===== src/rtl/tksp_pkg.sv =====
// shared types and constants for the streaming top-k sum block
package tksp_pkg;

    localparam int unsigned HeapDepthDefault = 1024;
    localparam int unsigned CountWidth = 11;
    localparam int unsigned PenaltyWidth = 31;
    localparam int unsigned ValueWidth = 32;
    localparam int unsigned EntryWidth = 31;
    localparam int unsigned OutWidth = 42;
    localparam int unsigned SumWidth = 64;
    localparam int unsigned IndexWidth = 32;
    localparam int unsigned CostWidth = 63;

    // configuration register indexes
    localparam logic CfgKeepCount = 1'b0;
    localparam logic CfgPenalty = 1'b1;

    typedef enum logic [3:0] {
        ST_IDLE,
        ST_DECIDE,
        ST_UP_READ,
        ST_UP_STEP,
        ST_DN_READ,
        ST_DN_STEP,
        ST_SCORE,
        ST_OUT
    } state_t;

    // controller to datapath
    typedef struct packed {
        logic load;
        logic decide;
        logic up_read;
        logic up_step;
        logic dn_read;
        logic dn_step;
        logic score;
        logic emit;
        logic finish;
    } cmd_t;

    // datapath to controller
    typedef struct packed {
        logic skip;
        logic do_insert;
        logic do_replace;
        logic up_done;
        logic up_stop;
        logic dn_done;
        logic dn_stop;
        logic out_busy;
    } status_t;

endpackage


===== src/rtl/tksp_ctrl.sv =====
// controller state machine for the heap update sequence
module tksp_ctrl (
    input  logic              aclk,
    input  logic              aresetn,
    input  logic              s_valid,
    output logic              s_ready,
    input  tksp_pkg::status_t status,
    output tksp_pkg::cmd_t    cmd
);

    tksp_pkg::state_t state_reg, state_next;

    // state register
    always_ff @(posedge aclk) begin
        if (!aresetn) begin
            state_reg <= tksp_pkg::ST_IDLE;
        end else begin
            state_reg <= state_next;
        end
    end

    // next state
    always_comb begin
        state_next = state_reg;
        unique case (state_reg)
            tksp_pkg::ST_IDLE: begin
                if (s_valid) state_next = tksp_pkg::ST_DECIDE;
            end
            tksp_pkg::ST_DECIDE: begin
                priority if (status.skip) state_next = tksp_pkg::ST_OUT;
                else if (status.do_insert) state_next = tksp_pkg::ST_UP_READ;
                else if (status.do_replace) state_next = tksp_pkg::ST_DN_READ;
                else state_next = tksp_pkg::ST_SCORE;
            end
            tksp_pkg::ST_UP_READ: begin
                if (status.up_done) state_next = tksp_pkg::ST_SCORE;
                else state_next = tksp_pkg::ST_UP_STEP;
            end
            tksp_pkg::ST_UP_STEP: begin
                if (status.up_stop) state_next = tksp_pkg::ST_SCORE;
                else state_next = tksp_pkg::ST_UP_READ;
            end
            tksp_pkg::ST_DN_READ: begin
                if (status.dn_done) state_next = tksp_pkg::ST_SCORE;
                else state_next = tksp_pkg::ST_DN_STEP;
            end
            tksp_pkg::ST_DN_STEP: begin
                if (status.dn_stop) state_next = tksp_pkg::ST_SCORE;
                else state_next = tksp_pkg::ST_DN_READ;
            end
            tksp_pkg::ST_SCORE: state_next = tksp_pkg::ST_OUT;
            tksp_pkg::ST_OUT: begin
                if (!status.out_busy) state_next = tksp_pkg::ST_IDLE;
            end
            default: state_next = tksp_pkg::ST_IDLE;
        endcase
    end

    // command outputs
    always_comb begin
        cmd = '0;
        s_ready = 1'b0;
        unique case (state_reg)
            tksp_pkg::ST_IDLE: begin
                s_ready = 1'b1;
                cmd.load = s_valid;
            end
            tksp_pkg::ST_DECIDE: cmd.decide = 1'b1;
            tksp_pkg::ST_UP_READ: cmd.up_read = 1'b1;
            tksp_pkg::ST_UP_STEP: cmd.up_step = 1'b1;
            tksp_pkg::ST_DN_READ: cmd.dn_read = 1'b1;
            tksp_pkg::ST_DN_STEP: cmd.dn_step = 1'b1;
            tksp_pkg::ST_SCORE: cmd.score = 1'b1;
            tksp_pkg::ST_OUT: begin
                cmd.emit = !status.out_busy;
                cmd.finish = !status.out_busy;
            end
            default: ;
        endcase
    end

endmodule


===== config.mk =====
export PLATFORM = sky130hd
export DESIGN_NAME = tksp_ctrl
export DESIGN_NICKNAME = d
export VERILOG_FILES = /design/src/rtl/tksp_pkg.sv /design/src/rtl/tksp_ctrl.sv
export SDC_FILE = /design/constraint.sdc
export NUM_CORES = 1
export LEC_CHECK = 0
export BUFFER_PORTS_ARGS = -buffer_cell sky130_fd_sc_hd__buf_2
export CAP_MARGIN = 20
export CORE_AREA = 2 2 39 41
export CTS_BUF_LIST = sky130_fd_sc_hd__clkbuf_16
export CTS_CLUSTER_DIAMETER = 40
export CTS_CLUSTER_SIZE = 24
export DETAILED_ROUTE_END_ITERATION = 12
export DIE_AREA = 0 0 41 43
export PLACE_DENSITY_LB_ADDON = 0.08
export SETUP_SLACK_MARGIN = 0.5
export SLEW_MARGIN = 0
export SYNTH_ARGS = -nofsm -noshare
export SYNTH_HDL_FRONTEND = slang
export SYNTH_SLANG_ARGS = --single-unit

===== constraint.sdc =====
create_clock -name aclk -period 1.1 [get_ports aclk]
set_input_delay 0.22 -clock aclk [delete_from_list [all_inputs] [get_ports aclk]]
set_output_delay 0.22 -clock aclk [all_outputs]
set_load 0.01 [all_outputs]

After elaboration in Yosys (flattened, before gate mapping)

Index checks and enable logic that the tools add are counted.

Bits in registers: 4
Bits of input ports: 11

Equal/unequal tests: 9
Muxes and demuxes: 19
Reduce and logical (&&, ||, !) cells: 3

Operators by type and width:

| cell                                                                  | number |
|---|---|
| 4-bit case mux with 8 select lines                                    | 1 |
| 4-bit by 3-bit equality test with 1-bit output, second input constant | 4 |
| 3-bit 2-to-1 mux                                                      | 4 |
| 4-bit by 2-bit equality test with 1-bit output, second input constant | 2 |
| 1-bit 2-to-1 mux                                                      | 8 |
| 2-bit 2-to-1 mux                                                      | 4 |
| 4-bit 2-to-1 mux                                                      | 2 |
| 4-bit by 1-bit equality test with 1-bit output, second input constant | 1 |
| 4-bit logical NOT                                                     | 1 |
| 2-bit inequality test, second input constant                          | 2 |
| 2-bit AND reduction                                                   | 1 |
| 1-bit logical NOT                                                     | 1 |

Logic depth before layout (Yosys ltp)

Gate-level depths: netlist of run 1.

Depth after elaboration: 4
Gate-level depth with buffers: 5

Worst setup path before layout of run 1

No wires, ideal clock.

Kind: register to output
From: reg state_reg[1]
To: out cmd[1] in the netlist's numbering
Data arrival time: 988 ps
Data required time: 880 ps
Slack: -108 ps
Stages on the path, launching flop included: 5
Buffers on the path: 2
Path through: dfxtp_1 -> buf_2 -> nand3_1 -> nor2_1 -> buf_4

RTL lines:

| what                   | line            | RTL |
|---|---|---|
| from (decl)            | tksp_ctrl.sv:11 | `tksp_pkg::state_t state_reg, state_next;` |
| from (signal assigned) | tksp_ctrl.sv:16 | `state_reg <= tksp_pkg::ST_IDLE;` |
| from (signal assigned) | tksp_ctrl.sv:18 | `state_reg <= state_next;` |
| to (decl)              | tksp_ctrl.sv:8  | `output tksp_pkg::cmd_t cmd` |

==> results of run 1 <==
[metal layers]
layer / routed length [um] / GRT usage (%)
met4: 0 / 8.00
met1: 405 / 15.8
met5: 0 / 0
met2: 409 / 14.7
met3: 54 / 1.57
[cell families after synthesis]
group	Yosys count	share of synthesized area (%)
AND/OR/NAND/NOR	20	39.1
AO/OA/AOI/OAI	10	21.3
buffers and inverters	6	13.5
multiplexers	1	5.22
flip-flops	3	20.9
[placed cells by master, fill, tap and decap left out, drive strengths merged]
cell type | Yosys | final
a21oi | 3 | 3
nor4b | 1 | 1
inv | 2 | 3
o22ai | 1 | 1
nand3 | 2 | 2
buf | 4 | 27
and3 | 1 | 1
nand2 | 2 | 2
o21ai | 4 | 4
clkbuf | 0 | 3
mux2 | 1 | 1
nor3b | 3 | 3
nor3 | 3 | 3
and2 | 1 | 1
nand2b | 2 | 2
a211oi | 1 | 1
nor2 | 4 | 4
dfxtp | 3 | 3
nor2b | 1 | 1
o21a | 1 | 1
[worst register-to-register path: cells and delay by family, from the launching register on]
kind                   cells  cell delay [ns]
flip-flops                 1             0.38
multiplexers               1             0.29
AO/OA/AOI/OAI              1             0.18
buffers and inverters      1             0.13
AND/OR/NAND/NOR            1             0.07
[layout make-up]
type | instances | area (um2)
Inverter | 2 | 7.51
Sequential cell | 3 | 71.3
Timing Repair Buffer | 27 | 166
Multi-Input combinational cell | 31 | 250
Clock inverter | 1 | 3.75
Fill cell | 147 | 790
Tap cell | 16 | 20.0
Clock buffer | 3 | 75.1
[where the power goes]
part	internal [mW]	total [mW]	switching [mW]
Sequential	0.180	0.294	0.114
Clock	0.468	0.563	0.0943
Combinational	0.422	0.763	0.341
[what timing repair did]
item | in CTS | in global routing
setup endpoints to repair | 13 | 13
buffers inserted | 2 | 2
gates cloned | 0 | 0
pin swaps | 1 | 4
resized for setup | 13 | 5
[stage by stage]
step           TNS, ns  util [%]
6_report         -1.39      42.9
5_1_grt          -1.94      42.9
4_1_cts          -1.49      40.3
3_5_place_dp   -0.0138      30.4
3_3_place_gp   -0.0647      30.4
2_1_floorplan        0         -
[Yosys cell counts, drive strengths merged]
master / n
inv: 2
nand2b: 2
nand3: 2
o22ai: 1
nor2: 4
nor4b: 1
mux2: 1
nand2: 2
a211oi: 1
nor2b: 1
dfxtp: 3
o21ai: 4
and3: 1
o21a: 1
a21oi: 3
buf: 4
and2: 1
nor3: 3
nor3b: 3
[worst min-delay path by stage]
stage	to	cells after the start	slack (ns)
5_1_grt	state_reg[1]$_SDFFE_PN0P_	2	0.27
3_3_place_gp	state_reg[1]$_SDFFE_PN0P_	2	0.47
4_1_cts	state_reg[1]$_SDFFE_PN0P_	2	0.25
6_report	state_reg[1]$_SDFFE_PN0P_	2	0.25
2_1_floorplan	state_reg[1]$_SDFFE_PN0P_	1	0.34
3_5_place_dp	state_reg[1]$_SDFFE_PN0P_	2	0.47
==> impl_metrics.ini, run 1 <==
[floorplan]
core_area_um2 = 1380
pin_count = 21
initial_utilization_pct = 20.8
die_h_um = 43
num_rows = 14
dieArea_um2 = 1760
dieWidth_um = 41

[power]
cellPowerDensity_nw_per_um2 = 2720
ir_worst_vdd_mv = 0.734
p_total_mw = 1.62
p_leak_nw = 0.286

[sta]
slew_headroom_pct = 86.6
fin_crit_sh_pct = 114
report.final.hold_viol_count = 0
maxSlewViolCount = 0
hold_ws_ns = 0.248
fin_skew_ns = 0.000123
rsz0062_at_grt = true
worst_slew_pin_slew_ns = 0.199
fin_crit_ns = 1.26
max_clock_freq_ghz = 0.795
finalWorstSetupSlack_ns = -0.158
final-setup-viol-count = 11

[drt]
drc = 0
via_per_inst = 4.51
routed_wl_um = 868
ant_nets = 0
first_iter_violations = 2
vias = 374
drt_first_pass_iters = 3
wire_per_inst_um = 10.5

[setup_path]
worst_ep_required_time_ns = 0.88
critPathLaunch = state_reg[0]$_SDFFE_PN0P_
rrSetupSlack_ns = -0.08
crit_family = simple AND/OR/NAND/NOR gates
path_cells = nor3_4 > and2_4 > buf_6
crit_end = cmd[8]
cpMaxStageDelayCell = dfxtp_4
worstSetupPathType = flop to primary output
regToRegStartpoint = state_reg[0]$_SDFFE_PN0P_
cp-start-kind = flop
cp_num_cells = 3
r2r-end = state_reg[2]$_SDFFE_PN0P_
cp_data_arrival_time_ns = 1.04
r2r_cells = 4
cp_max_fo = 5
worstSetupEndpointType = primary output
cp.buffers_inverters = 1
max_stage_delay_ns = 0.36

[clocking]
cts_hold_buf = 0
clkLatencyLatePin_ns = 0.22
cts.clk_slew.worst_paths_ns = 0.03
htreeDepth = 1
numClockSinks = 3
cts-buffers-inserted = 3
cts_buffer_depth = 2
cts-root-buf = clkbuf_16
cts_tree = done

[yosys]
yosys-top-cells-area = dfxtp_1, nor3b_1, o21ai_0
syn_area_um2 = 288
synth_top_area_cell = dfxtp_1
syn_inst = 40
synth-seq-cells = 3
synth.distinct_cells = 22
yosysSeqAreaShare_pct = 20.9
synth_warnings = 0
yosysTopAreaCellShare_pct = 20.9
syn-num-nets = 51
avgSynthCellArea_um2 = 7.19

[job]
drv_cap = 0

[placed_design]
portBuffers = 20
numPlacedInstances = 75
gp_congestion = 0.736
place_area_um2 = 420
dpl_worst_slack_ns = -0.0138
hpwl_um = 629

[global_routing]
gr-usage-all-layers_pct = 11.1
antenna_found_initial = 0
gr-total-overflow = 0
grt_pass1_wl_um = 1350
grt_max_degree = 11
grt_pass1_vias = 328

[finish]
stdcell_area_um2 = 594
antenna_cells = 0
final_nets = 79
area_delta_synth_final_pct = 107
layout.cells.non_filler = 83
largest_reg_flops = 3
drive_above_1_share_pct = 68.7

[outcome]
violations = setup timing
outcome = finished, violations left

[hold_path]
hold_class = primary input to flop
hp-start = aresetn
No activity file was read; power rests on OpenSTA's default activity.
==> run 2: changes to the inputs <==
Settings changed: SKIP_CTS_REPAIR_TIMING from default to 1.
==> impl_metrics.ini, run 2 (synthesis results as in run 1) <==
[setup_path]
worst_ep_required_time_ns = 0.88
cp_max_fo = 6
regToRegStartpoint = state_reg[0]$_SDFFE_PN0P_
cpMaxStageDelayCell = dfxtp_4
r2r_cells = 4
r2r-end = state_reg[2]$_SDFFE_PN0P_
rrSetupSlack_ns = -0.09
cp-start-kind = flop
max_stage_delay_ns = 0.36
worstSetupEndpointType = primary output
path_cells = nor3_4 > and2_4 > buf_6
cp_data_arrival_time_ns = 1.04
worstSetupPathType = flop to primary output

[outcome]
violations = setup timing
outcome = finished, violations left

[global_routing]
gr-usage-all-layers_pct = 10.5
grt_pass1_vias = 309
grt_max_degree = 11
grt_pass1_wl_um = 1260
antenna_found_initial = 0
gr-total-overflow = 0

[sta]
max_clock_freq_ghz = 0.793
fin_skew_ns = 0.00150
report.final.hold_viol_count = 0
slew_headroom_pct = 81.7
maxSlewViolCount = 0
finalWorstSetupSlack_ns = -0.162
fin_crit_ns = 1.26
final-setup-viol-count = 11
rsz0062_at_grt = true
worst_slew_pin_slew_ns = 0.271
fin_crit_sh_pct = 115

[clocking]
cts-root-buf = clkbuf_16
htreeDepth = 1
cts-buffers-inserted = 3
cts.clk_slew.worst_paths_ns = 0.03
clkLatencyLatePin_ns = 0.22
cts_buffer_depth = 2
cts_tree = done
numClockSinks = 3

[drt]
first_iter_violations = 3
via_per_inst = 4.48
vias = 372
wire_per_inst_um = 10.9
ant_nets = 0
drc = 0
drt_first_pass_iters = 4
routed_wl_um = 908

[floorplan]
dieWidth_um = 41
dieArea_um2 = 1760
core_area_um2 = 1380
die_h_um = 43
num_rows = 14
pin_count = 21
initial_utilization_pct = 20.8

[power]
p_total_mw = 1.63
cellPowerDensity_nw_per_um2 = 2720
ir_worst_vdd_mv = 0.755
p_leak_nw = 0.282

[placed_design]
numPlacedInstances = 75
portBuffers = 20
place_area_um2 = 420
dpl_worst_slack_ns = -0.0138
gp_congestion = 0.736
hpwl_um = 629

[finish]
layout_common_cells = buf_2, buf_6, buf_4
antenna_cells = 0
largest_reg_flops = 3
fill_cells = 151
final_nets = 79
drive_above_1_share_pct = 67.2
stdcell_area_um2 = 599
area_delta_synth_final_pct = 108
final_common_cell = buf_2
layout.cells.non_filler = 83
fin_util_pct = 43.3

[hold_path]
min_to = state_reg[1]$_SDFFE_PN0P_
hold_class = primary input to flop
whs_path_depth = 2
hp-start = aresetn

[job]
drv_cap = 0
run 2: cell types whose count changed in the layout (fill, tap and decap cells not counted), moves of 2 or more:
cell	previous run	this run
o21ai_1	3	0
buf_2	19	17
o21ai_0	1	3
buf_6	3	6
run 2: final cells by class:
class	instances	area, um2	share of cell area (%)
flip-flops and latches	3	71.3	11.9
inverters	2	7.51	1.25
repair buffers	27	183	30.5
clock inverters	1	3.75	0.626
clock buffers	3	75.1	12.5
multi-input cells	31	239	39.9
well taps	16	20.0	3.34
run 2: worst max-delay path by stage:
stage | endpoint | startpoint
finish | cmd[8] | state_reg[2]$_SDFFE_PN0P_
global route | cmd[6] | state_reg[2]$_SDFFE_PN0P_
CTS | cmd[2] | state_reg[2]$_SDFFE_PN0P_
detailed placement | state_reg[2]$_SDFFE_PN0P_ | state_reg[0]$_SDFFE_PN0P_
global placement | state_reg[2]$_SDFFE_PN0P_ | state_reg[0]$_SDFFE_PN0P_
floorplan | state_reg[2]$_SDFFE_PN0P_ | state_reg[0]$_SDFFE_PN0P_
run 2: critical path: cells and delay by family, from the launching register on:
family	cells	cell delay, ns
buffers and inverters	1	0.09
AND/OR/NAND/NOR	2	0.36
flip-flops	1	0.36
run 2: per-stage QoR:
step | TNS [ns] | hold slack [ns]
after global placement | -0.0647 | 0.472
after CTS | -1.74 | 0.247
final | -1.15 | 0.241
after floorplan | 0 | 0.337
after detailed placement | -0.0138 | 0.474
after global routing | -1.72 | 0.272
run 2: power breakdown:
group | total, mW | internal (mW) | leakage (nW) | switching [mW]
logic | 0.771 | 0.426 | 0.213 | 0.345
clock network | 0.572 | 0.469 | 0.0423 | 0.103
registers | 0.286 | 0.180 | 0.0267 | 0.106
run 2: layer usage:
layer  global-route usage [%]  wire (um)  vias to the layer above
li1                         -          -                      193
met1                     14.5        416                      167
met2                     14.1        435                       12
met3                     1.57         57                        0
met4                     8.00          0                        0
met5                        0          0                        -
==> run 3: changes to the inputs <==
==> constraint.sdc (replaced) <==
create_clock -name aclk -period 1.1 [get_ports aclk]
set_input_delay 0.22 -clock aclk [delete_from_list [all_inputs] [get_ports aclk]]
set_output_delay 0.22 -clock aclk [all_outputs]
set_load 0.05 [all_outputs]
==> impl_metrics.ini, run 3 (synthesis results as in run 1) <==
[setup_path]
cp-start-kind = flop
cp_num_cells = 3
worstSetupEndpointType = primary output
path_cells = clkinvlp_4 > nor3b_4 > buf_6
cp_data_arrival_time_ns = 1.17
crit_family = flip-flops
worstSetupPathType = flop to primary output
max_stage_delay_ns = 0.37
r2r_cells = 4
cp_max_fo = 6
cpMaxStageDelayCell = dfxtp_4
cp.buffers_inverters = 2
worst_ep_required_time_ns = 0.88

[power]
p_seq_share_pct = 13.6
p_int_mw = 1.31
power.switching_mw = 0.941
p_comb_share_pct = 61.5
p_total_mw = 2.25
pwr-share-clk_pct = 24.9
ir_worst_vdd_mv = 1.11
p_leak_nw = 0.323
cellPowerDensity_nw_per_um2 = 3060
switching_share_pct = 41.9

[finish]
layout_common_cells = buf_4, buf_2, buf_6
fill_cells = 129
largest_reg_flops = 3
antenna_cells = 0
final_nets = 85
final_common_cell = buf_4
area_delta_synth_final_pct = 155
drive_above_1_share_pct = 74.0
layout.cells.non_filler = 89

[global_routing]
gr-total-overflow = 0
grt_pass1_wl_um = 1330
grt_pass1_vias = 315
gr-usage-all-layers_pct = 10.7
grt_max_degree = 13
antenna_found_initial = 0

[placed_design]
portBuffers = 20
hpwl_um = 694
dpl_worst_slack_ns = -0.169
numPlacedInstances = 80
gp_congestion = 0.667

[clocking]
htreeDepth = 1
cts-root-buf = clkbuf_16
cts-buffers-inserted = 3
numClockSinks = 3
cts_buffer_depth = 2
clkLatencyLatePin_ns = 0.22
cts.clk_slew.worst_paths_ns = 0.03
cts_tree = done

[floorplan]
dieWidth_um = 41
initial_utilization_pct = 20.8
dieArea_um2 = 1760
pin_count = 21
core_area_um2 = 1380
die_h_um = 43
num_rows = 14

[sta]
rsz0062_at_grt = true
fin_crit_sh_pct = 127
final.setup.tns_ns = -2.38
finalWorstSetupSlack_ns = -0.292
slew_headroom_pct = 87.5
final-setup-viol-count = 12
maxSlewViolCount = 0
fin_crit_ns = 1.39
max_clock_freq_ghz = 0.719
report.final.hold_viol_count = 0
fin_skew_ns = 0.00170
worst_slew_pin_slew_ns = 0.187

[hold_path]
whs_path_depth = 2
hold_class = primary input to flop

[drt]
drt_first_pass_iters = 1
drc = 0
wire_per_inst_um = 10.2
first_iter_violations = 0
via_per_inst = 4.52
ant_nets = 0
routed_wl_um = 908
vias = 402

[job]
drv_cap = 0

[outcome]
outcome = finished, violations left
violations = setup timing
## run 3: cell count changes in the layout (fill, tap and decap cells not counted), sizes merged
cell | previous run | this run
inv | 3 | 2
clkinvlp | 0 | 1
buf | 27 | 33
## run 3: final timing paths
path / from / slack [ns] / to
worst max-delay path: state_reg[2]$_SDFFE_PN0P_ / -0.29 / cmd[2]
worst min-delay path: aresetn / 0.25 / state_reg[1]$_SDFFE_PN0P_
worst max register to register: state_reg[0]$_SDFFE_PN0P_ / -0.09 / state_reg[2]$_SDFFE_PN0P_
worst min register to register: state_reg[0]$_SDFFE_PN0P_ / 0.55 / state_reg[0]$_SDFFE_PN0P_
## run 3: metal layers
layer / routed length, um / track usage (%) / share of wire [%]
met1: 394 / 15.1 / 43
met2: 451 / 15.9 / 50
met5: 0 / 0 / 0
met3: 63 / 1.57 / 6.9
met4: 0 / 4.00 / 0
## run 3: through the flow
step / cell area [um2] / utilization, % / hold slack (ns)
CTS: 597 / 43.1 / 0.257
detailed placement: 518 / 37.4 / 0.482
floorplan: 387 / - / 0.337
finish: 734 / 53.1 / 0.251
global placement: 518 / 37.4 / 0.484
global route: 734 / 53.1 / 0.272
## run 3: power by group through the flow
stage          Sequential (mW)  Combinational [mW]  Clock, mW
3_5_place_dp             0.311                1.08          0
4_1_cts                  0.311                1.08      0.559
5_1_grt                  0.319                1.47      0.575
6_report                 0.306                1.38      0.559
3_3_place_gp             0.307                1.08          0
2_1_floorplan            0.214               0.950          0
## run 3: layout make-up
cell class              count  area, um2  share of cell area [%]
multi-input cells          31        278                    37.8
repair buffers             33        275                    37.5
clock buffers               3       75.1                    10.2
flip-flops and latches      3       71.3                    9.71
well taps                  16       20.0                    2.73
inverters                   2       11.3                    1.53
clock inverters             1       3.75                   0.511
